<file path="config.mk">
export PLATFORM = sky130hd
export DESIGN_NAME = pad_direction_key_repeater
export DESIGN_NICKNAME = d
export VERILOG_FILES = /design/src/rtl/pdkr_pkg.sv /design/src/rtl/pdkr_front.sv /design/src/rtl/pdkr_evq.sv /design/src/rtl/pad_direction_key_repeater.sv
export SDC_FILE = /design/constraint.sdc
export NUM_CORES = 1
export LEC_CHECK = 0
export ABC_CLOCK_PERIOD_IN_PS = 6050
export BUFFER_PORTS_ARGS = -buffer_cell sky130_fd_sc_hd__buf_2
export CELL_PAD_IN_SITES_DETAIL_PLACEMENT = 1
export CELL_PAD_IN_SITES_GLOBAL_PLACEMENT = 1
export CORE_AREA = 2 2 152 154
export DETAILED_ROUTE_END_ITERATION = 8
export DIE_AREA = 0 0 154 156
export GPL_TIMING_DRIVEN = 0
export PLACE_DENSITY = 0.78
export SLEW_MARGIN = 20
export SYNTH_ARGS = -nofsm -noshare
export SYNTH_HDL_FRONTEND = slang
export SYNTH_HIERARCHICAL = 1
export SYNTH_SLANG_ARGS = --single-unit
export TNS_END_PERCENT = 1
</file>
<file path="constraint.sdc">
create_clock -name clk -period 6.05 [get_ports clk]
set_input_delay 0.605 -clock clk [delete_from_list [all_inputs] [get_ports clk]]
set_output_delay 0.605 -clock clk [all_outputs]
set_load 0.02 [all_outputs]
</file>
<file path="src/rtl/pdkr_pkg.sv">
package pdkr_pkg;

  typedef logic [1:0] dir_t;
  typedef logic [2:0] key_t;
  typedef logic [1:0] op_t;

  localparam dir_t DIR_NONE = 2'd0;
  localparam dir_t DIR_UP   = 2'd1;
  localparam dir_t DIR_DOWN = 2'd2;

  localparam key_t KEY_UP        = 3'd0;
  localparam key_t KEY_DOWN      = 3'd1;
  localparam key_t KEY_ENTER     = 3'd2;
  localparam key_t KEY_BACKSPACE = 3'd3;
  localparam key_t KEY_M         = 3'd4;

  localparam op_t OP_BUTTON = 2'd0;
  localparam op_t OP_AXIS   = 2'd1;
  localparam op_t OP_POLL   = 2'd2;
  localparam op_t OP_REMOVE = 2'd3;

  localparam logic [3:0] BTN_DPAD_UP   = 4'd0;
  localparam logic [3:0] BTN_DPAD_DOWN = 4'd1;
  localparam logic [3:0] BTN_A         = 4'd2;
  localparam logic [3:0] BTN_B         = 4'd3;
  localparam logic [3:0] BTN_X         = 4'd4;

  localparam logic [2:0] AXIS_LEFT_Y = 3'd1;

  localparam logic [1:0] REG_PRESS_TH   = 2'd0;
  localparam logic [1:0] REG_RELEASE_TH = 2'd1;
  localparam logic [1:0] REG_DELAY      = 2'd2;
  localparam logic [1:0] REG_INTERVAL   = 2'd3;

  localparam logic [14:0] PRESS_TH_RST   = 15'd16000;
  localparam logic [14:0] RELEASE_TH_RST = 15'd8000;
  localparam logic [15:0] DELAY_RST      = 16'd400;
  localparam logic [15:0] INTERVAL_RST   = 16'd100;

  typedef struct packed {
    key_t key_id;
    logic key_down;
    logic is_repeat;
  } key_ev_t;

  // one queue entry: one or two key events from a single input beat
  typedef struct packed {
    logic    two;
    key_ev_t ev0;
    key_ev_t ev1;
  } evq_entry_t;

  typedef struct packed {
    logic [14:0] press_th;
    logic [14:0] release_th;
    logic [15:0] delay;
    logic [15:0] interval;
  } cfg_regs_t;

  function automatic key_t dir_key(dir_t dir);
    return (dir == DIR_UP) ? KEY_UP : KEY_DOWN;
  endfunction

endpackage

</file>
<file path="src/rtl/pdkr_front.sv">
module pdkr_front (
  input  logic                   clk,
  input  logic                   rst_n,
  input  logic                   accept,
  input  logic [1:0]             in_op,
  input  logic [3:0]             in_button,
  input  logic                   in_pressed,
  input  logic [2:0]             in_axis,
  input  logic signed [15:0]     in_axis_value,
  input  logic [31:0]            in_time_ms,
  input  pdkr_pkg::cfg_regs_t    cfg,
  output logic                   evq_push,
  output pdkr_pkg::evq_entry_t   evq_entry
);
  import pdkr_pkg::*;

  dir_t        dpad_r, dpad_nxt;
  dir_t        stick_r, stick_nxt;
  dir_t        held_r, held_nxt;
  logic [31:0] next_rpt_r, next_rpt_nxt;

  logic signed [16:0] val_ext;
  logic signed [16:0] pth_s, rth_s;
  logic [31:0]        poll_diff;
  logic [31:0]        press_due;
  logic [31:0]        repeat_due;
  dir_t               stick_dir;
  dir_t               dir_sel;
  logic               refresh;
  logic               single_en;
  key_ev_t            single_ev;
  logic               rel_en, prs_en;
  key_ev_t            rel_ev, prs_ev;

  assign val_ext    = {in_axis_value[15], in_axis_value};
  assign pth_s      = $signed({2'b00, cfg.press_th});
  assign rth_s      = $signed({2'b00, cfg.release_th});
  assign poll_diff  = in_time_ms - next_rpt_r;
  assign press_due  = in_time_ms + {16'd0, cfg.delay};
  assign repeat_due = in_time_ms + {16'd0, cfg.interval};

  always_comb begin
    dpad_nxt     = dpad_r;
    stick_nxt    = stick_r;
    held_nxt     = held_r;
    next_rpt_nxt = next_rpt_r;
    stick_dir    = stick_r;
    refresh      = 1'b0;
    single_en    = 1'b0;
    single_ev    = '0;
    rel_en       = 1'b0;
    prs_en       = 1'b0;
    case (in_op)
      OP_BUTTON: begin
        case (in_button)
          BTN_DPAD_UP: begin
            if (in_pressed) dpad_nxt = DIR_UP;
            else if (dpad_r == DIR_UP) dpad_nxt = DIR_NONE;
            refresh = 1'b1;
          end
          BTN_DPAD_DOWN: begin
            if (in_pressed) dpad_nxt = DIR_DOWN;
            else if (dpad_r == DIR_DOWN) dpad_nxt = DIR_NONE;
            refresh = 1'b1;
          end
          BTN_A: begin
            single_en = 1'b1;
            single_ev = '{key_id: KEY_ENTER, key_down: in_pressed, is_repeat: 1'b0};
          end
          BTN_B: begin
            single_en = 1'b1;
            single_ev = '{key_id: KEY_BACKSPACE, key_down: in_pressed, is_repeat: 1'b0};
          end
          BTN_X: begin
            single_en = 1'b1;
            single_ev = '{key_id: KEY_M, key_down: in_pressed, is_repeat: 1'b0};
          end
          default: ;
        endcase
      end
      OP_AXIS: begin
        if (in_axis == AXIS_LEFT_Y) begin
          if (val_ext <= -pth_s) stick_dir = DIR_UP;
          else if (val_ext >= pth_s) stick_dir = DIR_DOWN;
          else if (val_ext > -rth_s && val_ext < rth_s) stick_dir = DIR_NONE;
          if (stick_dir != stick_r) begin
            stick_nxt = stick_dir;
            refresh   = 1'b1;
          end
        end
      end
      OP_POLL: begin
        if (held_r != DIR_NONE && !poll_diff[31]) begin
          single_en    = 1'b1;
          single_ev    = '{key_id: dir_key(held_r), key_down: 1'b1, is_repeat: 1'b1};
          next_rpt_nxt = repeat_due;
        end
      end
      OP_REMOVE: begin
        dpad_nxt  = DIR_NONE;
        stick_nxt = DIR_NONE;
        refresh   = 1'b1;
      end
      default: ;
    endcase

    // d-pad wins over the stick
    dir_sel = (dpad_nxt != DIR_NONE) ? dpad_nxt : stick_nxt;
    if (refresh && dir_sel != held_r) begin
      rel_en   = (held_r != DIR_NONE);
      prs_en   = (dir_sel != DIR_NONE);
      held_nxt = dir_sel;
      if (prs_en) next_rpt_nxt = press_due;
    end
  end

  assign rel_ev = '{key_id: dir_key(held_r), key_down: 1'b0, is_repeat: 1'b0};
  assign prs_ev = '{key_id: dir_key(dir_sel), key_down: 1'b1, is_repeat: 1'b0};

  always_comb begin
    evq_entry.two = rel_en && prs_en;
    evq_entry.ev1 = prs_ev;
    if (single_en) evq_entry.ev0 = single_ev;
    else if (rel_en) evq_entry.ev0 = rel_ev;
    else evq_entry.ev0 = prs_ev;
  end

  assign evq_push = accept && (single_en || rel_en || prs_en);

  always_ff @(posedge clk) begin
    if (!rst_n) begin
      dpad_r     <= DIR_NONE;
      stick_r    <= DIR_NONE;
      held_r     <= DIR_NONE;
      next_rpt_r <= '0;
    end else if (accept) begin
      dpad_r     <= dpad_nxt;
      stick_r    <= stick_nxt;
      held_r     <= held_nxt;
      next_rpt_r <= next_rpt_nxt;
    end
  end

endmodule

</file>
<file path="src/rtl/pdkr_evq.sv">
module pdkr_evq #(
  parameter int DEPTH = 2
) (
  input  logic                 clk,
  input  logic                 rst_n,
  input  logic                 push,
  input  pdkr_pkg::evq_entry_t push_entry,
  output logic                 full,
  output logic                 empty,
  input  logic                 pop,
  output pdkr_pkg::key_ev_t    out_ev,
  output logic                 out_last
);
  import pdkr_pkg::*;

  localparam int PW = (DEPTH > 1) ? $clog2(DEPTH) : 1;
  localparam int CW = $clog2(DEPTH + 1);

  evq_entry_t    q_r [DEPTH];
  logic [PW-1:0] wr_ptr_r, rd_ptr_r;
  logic [CW-1:0] cnt_r;
  logic          idx_r;
  evq_entry_t    head;
  logic          beat;
  logic          deq;

  function automatic logic [PW-1:0] ptr_inc(logic [PW-1:0] p);
    return (p == PW'(DEPTH - 1)) ? '0 : p + 1'b1;
  endfunction

  assign full     = (cnt_r == CW'(DEPTH));
  assign empty    = (cnt_r == '0);
  assign head     = q_r[rd_ptr_r];
  assign out_ev   = idx_r ? head.ev1 : head.ev0;
  assign out_last = idx_r || !head.two;
  assign beat     = pop && !empty;
  assign deq      = beat && out_last;

  always_ff @(posedge clk) begin
    if (push) q_r[wr_ptr_r] <= push_entry;
  end

  always_ff @(posedge clk) begin
    if (!rst_n) begin
      wr_ptr_r <= '0;
      rd_ptr_r <= '0;
      cnt_r    <= '0;
      idx_r    <= 1'b0;
    end else begin
      if (push) wr_ptr_r <= ptr_inc(wr_ptr_r);
      if (deq) rd_ptr_r <= ptr_inc(rd_ptr_r);
      if (beat) idx_r <= !out_last;
      if (push && !deq) cnt_r <= cnt_r + 1'b1;
      else if (deq && !push) cnt_r <= cnt_r - 1'b1;
    end
  end

endmodule

</file>
<file path="src/rtl/pad_direction_key_repeater.sv">
// Gamepad direction key repeater. Input beats (button, axis, poll, pad removed)
// are taken on in_push while in_full is low; each beat is classified and the
// direction state updated in the cycle it is accepted, giving zero, one or two
// key events (release of the old direction before press of the new one). The
// events sit in an EVQ_DEPTH-entry queue and leave one per out_pop beat, with
// out_last set on the final event of an input beat. A new input beat can be
// taken every cycle while the queue has room; the output side drains one key
// event per cycle while out_pop is high, so a beat that yields two events
// takes two pops to leave. Configuration writes are always ready; they are
// meant to be issued only while the block is idle.
module pad_direction_key_repeater #(
  parameter int EVQ_DEPTH = 2
) (
  input  logic        clk,
  input  logic        rst_n,
  input  logic        in_push,
  output logic        in_full,
  input  logic [1:0]  in_op,
  input  logic [3:0]  in_button,
  input  logic        in_pressed,
  input  logic [2:0]  in_axis,
  input  logic signed [15:0] in_axis_value,
  input  logic [31:0] in_time_ms,
  output logic        out_empty,
  input  logic        out_pop,
  output logic [2:0]  out_key_id,
  output logic        out_key_down,
  output logic        out_is_repeat,
  output logic        out_last,
  input  logic        cfg_valid,
  output logic        cfg_ready,
  input  logic [1:0]  cfg_index,
  input  logic [15:0] cfg_data
);
  import pdkr_pkg::*;

  cfg_regs_t  cfg_r;
  logic       accept;
  logic       evq_push;
  evq_entry_t evq_entry;
  key_ev_t    out_ev;

  assign cfg_ready = 1'b1;
  assign accept    = in_push && !in_full;

  always_ff @(posedge clk) begin
    if (!rst_n) begin
      cfg_r.press_th   <= PRESS_TH_RST;
      cfg_r.release_th <= RELEASE_TH_RST;
      cfg_r.delay      <= DELAY_RST;
      cfg_r.interval   <= INTERVAL_RST;
    end else if (cfg_valid && cfg_ready) begin
      case (cfg_index)
        REG_PRESS_TH:   cfg_r.press_th   <= cfg_data[14:0];
        REG_RELEASE_TH: cfg_r.release_th <= cfg_data[14:0];
        REG_DELAY:      cfg_r.delay      <= cfg_data;
        REG_INTERVAL:   cfg_r.interval   <= cfg_data;
        default: ;
      endcase
    end
  end

  pdkr_front u_front (
    .clk           (clk),
    .rst_n         (rst_n),
    .accept        (accept),
    .in_op         (in_op),
    .in_button     (in_button),
    .in_pressed    (in_pressed),
    .in_axis       (in_axis),
    .in_axis_value (in_axis_value),
    .in_time_ms    (in_time_ms),
    .cfg           (cfg_r),
    .evq_push      (evq_push),
    .evq_entry     (evq_entry)
  );

  pdkr_evq #(
    .DEPTH (EVQ_DEPTH)
  ) u_evq (
    .clk        (clk),
    .rst_n      (rst_n),
    .push       (evq_push),
    .push_entry (evq_entry),
    .full       (in_full),
    .empty      (out_empty),
    .pop        (out_pop),
    .out_ev     (out_ev),
    .out_last   (out_last)
  );

  assign out_key_id    = out_ev.key_id;
  assign out_key_down  = out_ev.key_down;
  assign out_is_repeat = out_ev.is_repeat;

endmodule

</file>
# Word level (Yosys, flattened, before mapping)
# Memories as Yosys holds them, arrays and structs flattened. A register that Yosys moved wholly into a read port is not among the register bits.
# Cells that the tools add are included.
# totals
regBits,105
ramBits,14
n_memories,1
# classes
n_addsub,9
n_lt_le_gt_ge,4
n_eq_ne,18
muxes,44
n_reduce_logical,35
# mem_list
name,depth,width,rd,rd_clocked_by_memory_dff,wr,line,source
u_evq.q_r,2,7,1,1,1,pdkr_evq.sv:19,evq_entry_t q_r [DEPTH];
# op_table
op,count
2-to-1 mux 32 bit,4
adder 32 x 16 -> 32 bit,2
negator 15 -> 17 bit,2
subtractor 32 bit,1
2-to-1 mux 2 bit,14
2-to-1 mux 5 bit,4
greater-than comparator 16 x 17 -> 1 bit,1
less-or-equal comparator 16 x 17 -> 1 bit,1
>= comparator 16 bit,1
< comparator 16 bit,1
2-to-1 mux 1 bit,15
one-hot mux 5 bit (3 select lines),1
"equality test 2 bit, second input constant",6
one-hot mux 2 bit (2 select lines),3
"equality test 2 x 1 -> 1 bit, second input constant",5
logical AND 1 bit,10
one-hot mux 5 bit (2 select lines),1
AND reduction 2 bit,5
"equality test 4 x 2 -> 1 bit, second input constant",2
nonzero test 2 bit,4
zero test 1 bit,7
zero test 2 bit,3
"equality test 4 x 1 -> 1 bit, second input constant",1
"equality test 4 x 3 -> 1 bit, second input constant",1
11 further kinds,15

# Logic depth before layout (Yosys ltp)
# Gate-level depths: netlist of run 1.
# depth
depth_word,23
mapped_depth,25

# Cells and area by module
# The synthesis of run 1 kept the hierarchy.
# by_module_without_submodules
module,instances,cells_each,area_per_inst_um2
pdkr_front,1,934,6869.1
pad_direction_key_repeater,1,241,2456.1
pdkr_evq,1,60,1093.5

# Least setup slack after synthesis of run 1
# OpenSTA, ideal clock, no wires.
# synth_path
path_type,reg2reg
startpoint,register cfg_r[34] (netlist name)
endpoint,memory u_evq/q_r[0][0] (netlist name) (enable)
setup_ns,0.380
arrival_ns,5.034
required_ns,5.670
path_slack_ns,0.637
path_stages_with_launch,21
synth_period_minus_slack_ns,5.413
cell_sequence,dfxtp_1 -> nor2_1 -> nand3_1 -> nor2_1 -> nand3_1 -> or3_1 -> or3_1 -> or3_1 -> nor3_1 -> ha_1 -> a211oi_1 -> nand2_1 -> nor3_1 -> a311oi_1 -> o32a_1 -> a211o_1 -> xor2_1 -> a221oi_1 -> inv_1 -> a21oi_1 -> nor2b_1
# synth_between
elab_chain_cells,21
elab_cells_between_ends,27
# synth_rtl
item,line,source
start: declaration,pad_direction_key_repeater.sv:37,cfg_regs_t cfg_r;
negator 15 -> 17 bit,pdkr_front.sv:85,else if (val_ext > -rth_s && val_ext < rth_s) stick_dir = DIR_NONE;
greater-than comparator 16 x 17 -> 1 bit,pdkr_front.sv:85,
logical AND 1 bit *,pdkr_front.sv:85,
2-to-1 mux 2 bit *,pdkr_front.sv:85,
2-to-1 mux 2 bit *,pdkr_front.sv:84,else if (val_ext >= pth_s) stick_dir = DIR_DOWN;
2-to-1 mux 2 bit *,pdkr_front.sv:83,if (val_ext <= -pth_s) stick_dir = DIR_UP;
2-to-1 mux 2 bit *,pdkr_front.sv:82,if (in_axis == AXIS_LEFT_Y) begin
2-to-1 mux 2 bit *,pdkr_front.sv:53,case (in_op)
(+6 left out),-,
logical AND 1 bit,pdkr_front.sv:109,if (refresh && dir_sel != held_r) begin
2-to-1 mux 1 bit,pdkr_front.sv:109,
logical OR 1 bit,pdkr_front.sv:128,assign evq_push = accept && (single_en || rel_en || prs_en);
logical OR 1 bit *,pdkr_front.sv:128,
logical AND 1 bit *,pdkr_front.sv:128,
named net evq_push,pad_direction_key_repeater.sv:39,logic evq_push;
2-to-1 mux 1 bit *,pdkr_evq.sv:40,if (push) q_r[wr_ptr_r] <= push_entry;
2-to-1 mux 1 bit (implied by the code) *,pdkr_evq.sv:40,
end: declaration,pdkr_evq.sv:19,
# The timed path passes the listed nets; every way through them passes the cells marked *. The select of a mux whose other input is x is not followed.

# Worst setup path in the final report of run 1
# layout_path
startpoint,register cfg_r[34] (netlist name)
endpoint,register u_evq.cnt_r[1]
# layout_between
elab_chain_cells,22
elab_cells_between_ends,30
# layout_rtl
item,line,source
negator 15 -> 17 bit,pdkr_front.sv:85,
greater-than comparator 16 x 17 -> 1 bit,pdkr_front.sv:85,
logical AND 1 bit *,pdkr_front.sv:85,
2-to-1 mux 2 bit *,pdkr_front.sv:85,
2-to-1 mux 2 bit *,pdkr_front.sv:84,
2-to-1 mux 2 bit *,pdkr_front.sv:83,
2-to-1 mux 2 bit *,pdkr_front.sv:82,
2-to-1 mux 2 bit *,pdkr_front.sv:53,
(+7 left out),-,
2-to-1 mux 1 bit,pdkr_front.sv:109,
logical OR 1 bit,pdkr_front.sv:128,
logical OR 1 bit *,pdkr_front.sv:128,
logical AND 1 bit *,pdkr_front.sv:128,
named net evq_push,pad_direction_key_repeater.sv:39,
zero test 1 bit,pdkr_evq.sv:54,else if (deq && !push) cnt_r <= cnt_r - 1'b1;
logical AND 1 bit,pdkr_evq.sv:54,
nonzero test 2 bit (no line),-,
end signal: assignment,pdkr_evq.sv:53,if (push && !deq) cnt_r <= cnt_r + 1'b1;
end signal: assignment,pdkr_evq.sv:54,
end: declaration,pdkr_evq.sv:21,logic [CW-1:0] cnt_r;
# Marks and branches as above.
# A chain may end at the register's enable or synchronous reset.

==> metrics.md, run 1 <==
| Metric | Value |
|---|---|
| Status | finished, final reports clean |
| Post-synth EDFFs | 22 |
| Worst-Margin Slew | 0.918 ns |
| Worst path slowest cell | o32a_1 |
| Max Root-Sink Buffers | 2 |
| Vias in the first global route | approximately 10,000 |
| FF+latch area | around 2800 um^2 |
| Starting Density | between 40% and 50% |
| PortBufs | between 80 and 90 |
| Syn Inst Count | 1,235 |
| RSZ-0062 raised after global routing | false |
| CP max stage delay | between 0.4 and 0.5 ns |
| Multi-input logic area | ~7100 um^2 |
| CP delay by family, top | simple AND/OR/NAND/NOR gates |
| Max Cap Viol | 0 |
| Distinct cells, synth | 84 |
| Post-CTS Hold Buffers | 0 |
| Critical path class | reg2reg |
| Avg Cell Area, Syn | roughly 8.4 um^2 |
| Num CTS Buffers | 17 |
| Count of pins over their slew limit | 0 |
| CP Max Fanout | 5 |
| First-pass GRT wire length | about 53,000 um |
| Met3 Use GR | 3.33% |
| Nets | 1,561 |
| Setup ws final | around 0.34 ns |
| Grt total ovfl | 0 |
| Clock skew | 0.0119 ns |
| Area growth syn-to-layout | 14.3% |
| CTS tree | yes |
| IO Count | 90 |
| Fin crit period | 5.71 ns |
| Layout Utilization | 53.2% |
| Final period utilization | a little over nine tenths |
| Post-synth top area share | 20.4% |
| Slew margin rel. | between 30 and 40% |
| Busiest grt layer | met2 |
| Synth area leaders | dfxtp_1 (20%), ha_1 (16%), mux2i_1 (6.6%) |
| Worst setup SP type | register |
| Arr. time, crit path | 6.07 ns |
| Die H | approximately 160 um |
| Inserted Diodes | 0 |
| Root Buffer | clkbuf_16 |
| Fill cells | ~2,700 |
| Core Rows | 55 |
| Vias | approximately 9,600 |
| Bufs and invs on worst path | 1 |
| Pin count of the biggest net entering global routing | 17 |
| Async SR Flop Fraction | 0% |
| Worst EP required | 6.41 ns |
| P per Cell Area | ~220 nW/um^2 |
| Mapped cell area | around 10,000 um^2 |
| Die X-Extent | between 150 and 200 um |
| Final-report setup violation count | 0 |
| HPWL Detailed | 26,400 um |
| DRT Pass-1 Iters | 5 |
| Synth area leader | dfxtp_1 |
| Final Hold Viols | 0 |
| Pleak | about 5.2 nW |
| CP most frequent cell | or3_1 |
| Worst-Skew Late Latency | 0.43 ns |
| CP endpoint kind | register |
| Dpl ws | -0.509 ns |
| VDD IR max | 165 uV |
| Main synth FF type | dfxtp_1 |
| Worst hold path type | reg2reg |
| Antenna violations before repair | 0 |
| Non-Filler Instances | approximately 1,600 |
| Vias per cell | just under 6 |
| Total placed cells including tap cells | about 1,600 |
| Max Fclk | around 0.18 GHz |
| Avg WL per Cell | about 20 um |
| GP Congestion | 0.887 |
| DR DRC count | 0 |
| Commonest cells in the netlist | nand2_1 (134), ha_1 (131), dfxtp_1 (106) |
| Clock Sinks | about 130 |
| Post-DRT Antenna Nets | 0 |
| Overall routing resource usage | ~28% |
| Total wire length | between 30,000 and 40,000 um |
| Fraction of layout cells with a size suffix above 1 | between 10% and 20% |
| Core Footprint | about 22,000 um^2 |
| GR Layer Usage met2 | 49.6% |
| Syn. warnings | 6 |
| Worst-path cell chain | nor2_2 > nand3_1 > nor2_1 > nand3_1 > or3_1 > or3_1 > or3_1 > nor3_1 > ha_1 > a211oi_1 > nand2_1 > nor3_1 > a311oi_1 > o32a_1 > a211o_1 > xor2_1 > a221oi_2 > inv_1 > a21oi_4 > ha_1 > or3_1 > a21oi_1 |
| Initial drt markers | 422 |
| Die area | between 20,000 and 25,000 um^2 |
| Register clock-pin slew on the reported worst setup and hold paths | around 0.07 ns |
| Most frequent cell after synthesis | nand2_1 |
| FF+latch count, synth | approximately 130 |
| Sequential area share after synthesis | a little over a quarter |
| H-tree depth | 4 |
| M1 GR Usage | 35.2% |
-- repair_timing --
item,CTS,global route
pin swaps,0,2
setup endpoints to repair,23,58
setup buffers,0,3
gates resized for setup,5,9
-- report_power, final --
part	internal, mW	switching [mW]	leakage [nW]
Combinational	0.228	0.338	3.83
Clock	0.636	0.445	0.289
Sequential	0.899	0.0284	1.06
-- worst register-to-register path: stages (launching register included) --
cell      delay, ns
dfxtp_1        0.37
nor2_2         0.19
nand3_1        0.11
nor2_1         0.19
nand3_1        0.15
or3_1          0.38
or3_1          0.38
or3_1          0.38
nor3_1         0.20
ha_1           0.29
a211oi_1       0.23
nand2_1        0.09
nor3_1         0.19
a311oi_1       0.09
o32a_1         0.43
a211o_1        0.33
xor2_1         0.18
a221oi_2       0.31
inv_1          0.13
a21oi_4        0.22
ha_1           0.30
or3_1          0.36
a21oi_1        0.14
-- area by class of cell --
cell class              instances  share of cell area, %
clock inverters                11                  0.977
repair buffers                 91                   3.89
flip-flops and latches        128                   23.4
clock buffers                  21                   4.14
plain buffers                  45                   2.16
inverters                     101                   3.18
multi-input cells             963                   59.3
well taps                     285                   3.00
-- state kept, by name (all words and copies together) (netlist names), named ones only --
| register | flops |
|---|---|
| u_evq/wr_ptr_r | 1 |
| u_evq/q_r | 22 |
| u_front/next_rpt_r | 32 |
| u_front/dpad_r | 2 |
| cfg_r | 62 |
| u_front/stick_r | 2 |
| u_evq/rd_ptr_r | 1 |
| u_front/held_r | 2 |
| u_evq/cnt_r | 2 |
| u_evq/idx_r | 1 |
-- kinds of logic after synthesis --
kind of cell	count (synthesis)	share of synthesized area (%)
fa+ha+maj	133	16.1
compound gates	287	18.9
flops	128	26.7
buf+inv	146	6.11
simple gates	398	18.6
other cells	3	0.108
xor+xnor	66	5.55
mux	74	7.89
-- cells in the final DEF (no fill, tap or decap), drive strengths merged, types with 6 or more instances in the layout --
cell,n
nand4,20
xnor2,46
a211oi,18
mux2i,69
o211ai,8
a21o,26
a31oi,6
o31ai,6
o21ai,62
nor2,86
dfxtp,106
ha,131
inv,106
nand3,30
o21a,13
and2,8
nand2,135
and3,8
a221oi,13
edfxtp,22
a21oi,72
nor2b,36
xor2,20
nor3,27
clkbuf,36
buf,121
or3,13
nand2b,7
-- metrics by stage --
stage	hold WS, ns	setup TNS (ns)	instance area [um^2]	total power, mW
after floorplan	0.420	0	10400	1.34
after global placement	0.432	-3.41	11200	1.51
after detailed placement	0.444	-7.65	11200	1.53
after CTS	0.458	0	11900	2.62
after global routing	0.496	0	11900	2.69
final	0.458	0	11900	2.57
-- worst paths after layout --
kind                               from               endpoint  slack, ns  cells past startpoint
setup / recovery              cfg_r[34]         u_evq/cnt_r[1]       0.34                     22
setup reg to reg              cfg_r[34]         u_evq/cnt_r[1]       0.34                     22
hold / removal    u_front/next_rpt_r[0]  u_front/next_rpt_r[0]       0.46                      2
hold reg to reg   u_front/next_rpt_r[0]  u_front/next_rpt_r[0]       0.46                      2
-- per-layer routing --
| metal | share of wire, % | wire length, um | vias to the layer above |
|---|---|---|---|
| met2 | 49 | 16400 | 235 |
| met1 | 44 | 14800 | 4629 |
| met4 | 3.0 | 986 | 0 |
| met5 | 0 | 0 | - |
| met3 | 3.8 | 1260 | 74 |
| li1 | - | - | 4681 |
No activity file was read; power rests on OpenSTA's default activity.
==> run 2, diff against run 1 <==
--- a/config.mk
+++ b/config.mk
@@ -9,11 +9,12 @@
 export BUFFER_PORTS_ARGS = -buffer_cell sky130_fd_sc_hd__buf_2
 export CELL_PAD_IN_SITES_DETAIL_PLACEMENT = 1
 export CELL_PAD_IN_SITES_GLOBAL_PLACEMENT = 1
-export CORE_AREA = 2 2 152 154
+export CORE_AREA = 2 2 151 153
+export CTS_BUF_LIST = sky130_fd_sc_hd__clkbuf_4
 export DETAILED_ROUTE_END_ITERATION = 8
-export DIE_AREA = 0 0 154 156
+export DIE_AREA = 0 0 153 155
 export GPL_TIMING_DRIVEN = 0
-export PLACE_DENSITY = 0.78
+export PLACE_DENSITY = 0.79
 export SLEW_MARGIN = 20
 export SYNTH_ARGS = -nofsm -noshare
 export SYNTH_HDL_FRONTEND = slang
==> run 2 against run 1 <==
Against the previous run:
- register-to-register slack gained 0.02 ns
- non-clock buffer count grew 2
- largest cell class unchanged
- sequential share of layout area grew 0.52 points
- clock power shrank 35%
- core utilization shrank 0.85 points
- critical path depth is the same
- via count grew 0.27%
- highest routed layer unchanged
- hold slack lost 0.13 ns
- maximum frequency grew 0.33%
==> metrics.md, run 2 (same netlist as run 1, synthesis figures left out) <==
| Metric | Value |
|---|---|
| FF+latch area | 2780 um^2 (unchanged) |
| Most frequent cells in the layout | nand2_1 (134), ha_1 (131), dfxtp_1 (106) |
| Final-report setup violation count | 0 (unchanged) |
| GP Congestion | 0.891 (+0.39%) |
| RR Endpoint | u_evq/cnt_r[1] |
| Vias in the first global route | 10,100 (+1.0%) |
| Core Footprint | 22,200 um^2 (-0.62%) |
| Hold Path Origin | cfg_data[5] |
| Die H | 155 um (-0.64%) |
| First-pass GRT wire length | 52,500 um (-1.3%) |
| P per Cell Area | 192 nW/um^2 (-11%) |
| CP endpoint kind | register |
| Post-DRT Antenna Nets | 0 (unchanged) |
| Worst-Margin Slew | 0.865 ns (-0.0531 ns) |
| Antenna violations before repair | 1 (+1) |
| Total placed cells including tap cells | 1,610 (unchanged) |
| VDD IR max | 185 uV (+12%) |
| Setup TNS | 0 ns (unchanged) |
| Area growth syn-to-layout | 11.8% |
| Clock skew | 0.0276 ns (+0.0157 ns) |
| Core Rows | 55 (unchanged) |
| Pleak | 5.05 nW (-2.3%) |
| Fin crit period | 5.69 ns (-0.0187 ns) |
| Count of pins over their slew limit | 0 (unchanged) |
| HPWL Detailed | 26,100 um (-1.2%) |
| Vias per cell | 5.85 (about the same) |
| WHS Endpoint | cfg_r[5] |
| Clock Sinks | 128 (unchanged) |
| Multi-input logic area | 7050 um^2 (about the same) |
| H-tree depth | 4 (unchanged) |
| Arr. time, crit path | 6.20 ns (+0.13 ns) |
| Dpl ws | -0.499 ns (+0.00991 ns) |
| Die area | 23,700 um^2 (-1.3%) |
| Num CTS Buffers | 17 (unchanged) |
| Max Root-Sink Buffers | 2 (unchanged) |
| Starting Density | 46.9% (+0.29 points) |
| Slew margin rel. | 41.4% (+3.6 points) |
| Largest registers | cfg_r (62), u_front/next_rpt_r (32), u_evq/q_r (22) |
| Cell depth of the worst flop-to-flop path | 22 (unchanged) |
| IO Count | 90 (unchanged) |
| Worst setup SP type | register |
| Overall routing resource usage | 27.9% (-0.23 points) |
| Fill cells | 2,763 (+1.0%) |
| Largest register FFs | 62 (unchanged) |
| Initial drt markers | 431 (+2.1%) |
| CTS tree | yes |
| CP Max Fanout | 5 (unchanged) |
| Status | finished, final reports clean |
| Max Fclk | 0.176 GHz (+0.33%) |
| Total wire length | 32,800 um (-1.7%) |
| R2R Path Start | cfg_r[34] |
| Pin count of the biggest net entering global routing | 17 (unchanged) |
| Worst hold path type | in2reg |
| Critical path class | reg2reg |
| Root Buffer | clkbuf_4 |
| Setup ws final | 0.364 ns (+0.0187 ns) |
| Grt total ovfl | 0 (unchanged) |
| Largest Register | cfg_r |
| Hold Crit Depth | 3 (+1) |
| Commonest non-fill, non-tap cell in the layout | nand2_1 |
| Avg WL per Cell | 19.9 um (-1.9%) |
| Worst-Skew Late Latency | 0.58 ns (+0.15 ns) |
| Total chip power | 2.24 mW (-13%) |
| DR DRC count | 0 (unchanged) |
| Max Cap Viol | 0 (unchanged) |
| Fraction of layout cells with a size suffix above 1 | 13.4% (+0.13 points) |
| Worst EP required | 6.56 ns (+0.15 ns) |
| Nets | 1,563 (+0.13%) |
| Final Hold Viols | 0 (unchanged) |
| Vias | 9,645 (+0.27%) |
| Reg2Reg Setup Slack | 0.36 ns (+0.02 ns) |
| Die X-Extent | 153 um (-0.65%) |
| DRT Pass-1 Iters | 5 (unchanged) |
| PortBufs | 88 (unchanged) |
| Non-Filler Instances | 1,648 (+0.18%) |
| Register clock-pin slew on the reported worst setup and hold paths | 0.13 ns (+0.06 ns) |
| Final period utilization | 94.0% (-0.31 points) |
[run 2: report_power, final]
group / switching, mW / internal (mW)
clock network: 0.372 / 0.333
registers: 0.0311 / 0.902
logic: 0.356 / 0.243
[run 2: critical path, stage by stage, from the launching register on]
cell	delay, ns
dfxtp_1	0.38
nor2_2	0.18
nand3_1	0.13
nor2_2	0.14
nand3_1	0.13
or3_1	0.37
or3_1	0.35
or3_1	0.37
nor3_1	0.19
ha_1	0.29
a211oi_1	0.23
nand2_1	0.09
nor3_1	0.22
a311oi_1	0.10
o32a_1	0.41
a211o_1	0.33
xor2_1	0.17
a221oi_2	0.40
inv_1	0.15
a21oi_4	0.22
ha_1	0.29
or3_1	0.35
a21oi_1	0.14
[run 2: area by class of cell]
cell class | count | share of cell area (%)
antenna | 1 | 0.0215
buffer | 45 | 2.21
clock buffer | 17 | 1.10
clock inverter | 15 | 1.78
inverter | 101 | 3.26
multi-input combinational | 963 | 60.6
sequential | 128 | 23.9
tap | 285 | 3.06
timing repair buffer | 93 | 4.10
[run 2: stage by stage]
step           instance area, um^2  hold WS, ns  util [%]
2_1_floorplan                10400        0.420         -
3_3_place_gp                 11200        0.432      50.5
3_5_place_dp                 11200        0.453      50.5
4_1_cts                      11600        0.284      52.1
5_1_grt                      11600        0.300      52.4
6_report                     11600        0.325      52.4
[run 2: per-layer routing]
layer / vias to the layer above / GRT usage [%] / wire length, um
li1: 4667 / - / -
met1: 4675 / 34.5 / 14600
met2: 244 / 49.6 / 15900
met3: 59 / 3.90 / 1310
met4: 0 / 9.88 / 983
met5: - / 0 / 0
[run 2: how the worst max path moves through the flow]
stage | to | slack, ns | cells past startpoint | startpoint
6_report | u_evq/cnt_r[1] | 0.36 | 22 | cfg_r[34]
5_1_grt | u_evq/cnt_r[1] | -0.03 | 22 | cfg_r[34]
4_1_cts | u_evq/cnt_r[1] | 0.04 | 23 | cfg_r[34]
3_5_place_dp | u_evq/q_r[0][0] | -0.50 | 21 | cfg_r[34]
3_3_place_gp | u_evq/q_r[0][5] | -0.32 | 21 | cfg_r[34]
2_1_floorplan | u_evq/q_r[0][0] | 0.64 | 20 | cfg_r[34]
[run 2: repair_timing]
item / CTS / global route
hold buffers: 0 / 0
resized for setup: 4 / 8
setup buffers: 0 / 5
setup endpoints to repair: 23 / 57
pin swaps: 0 / 3
hold endpoints to repair: 0 / 0
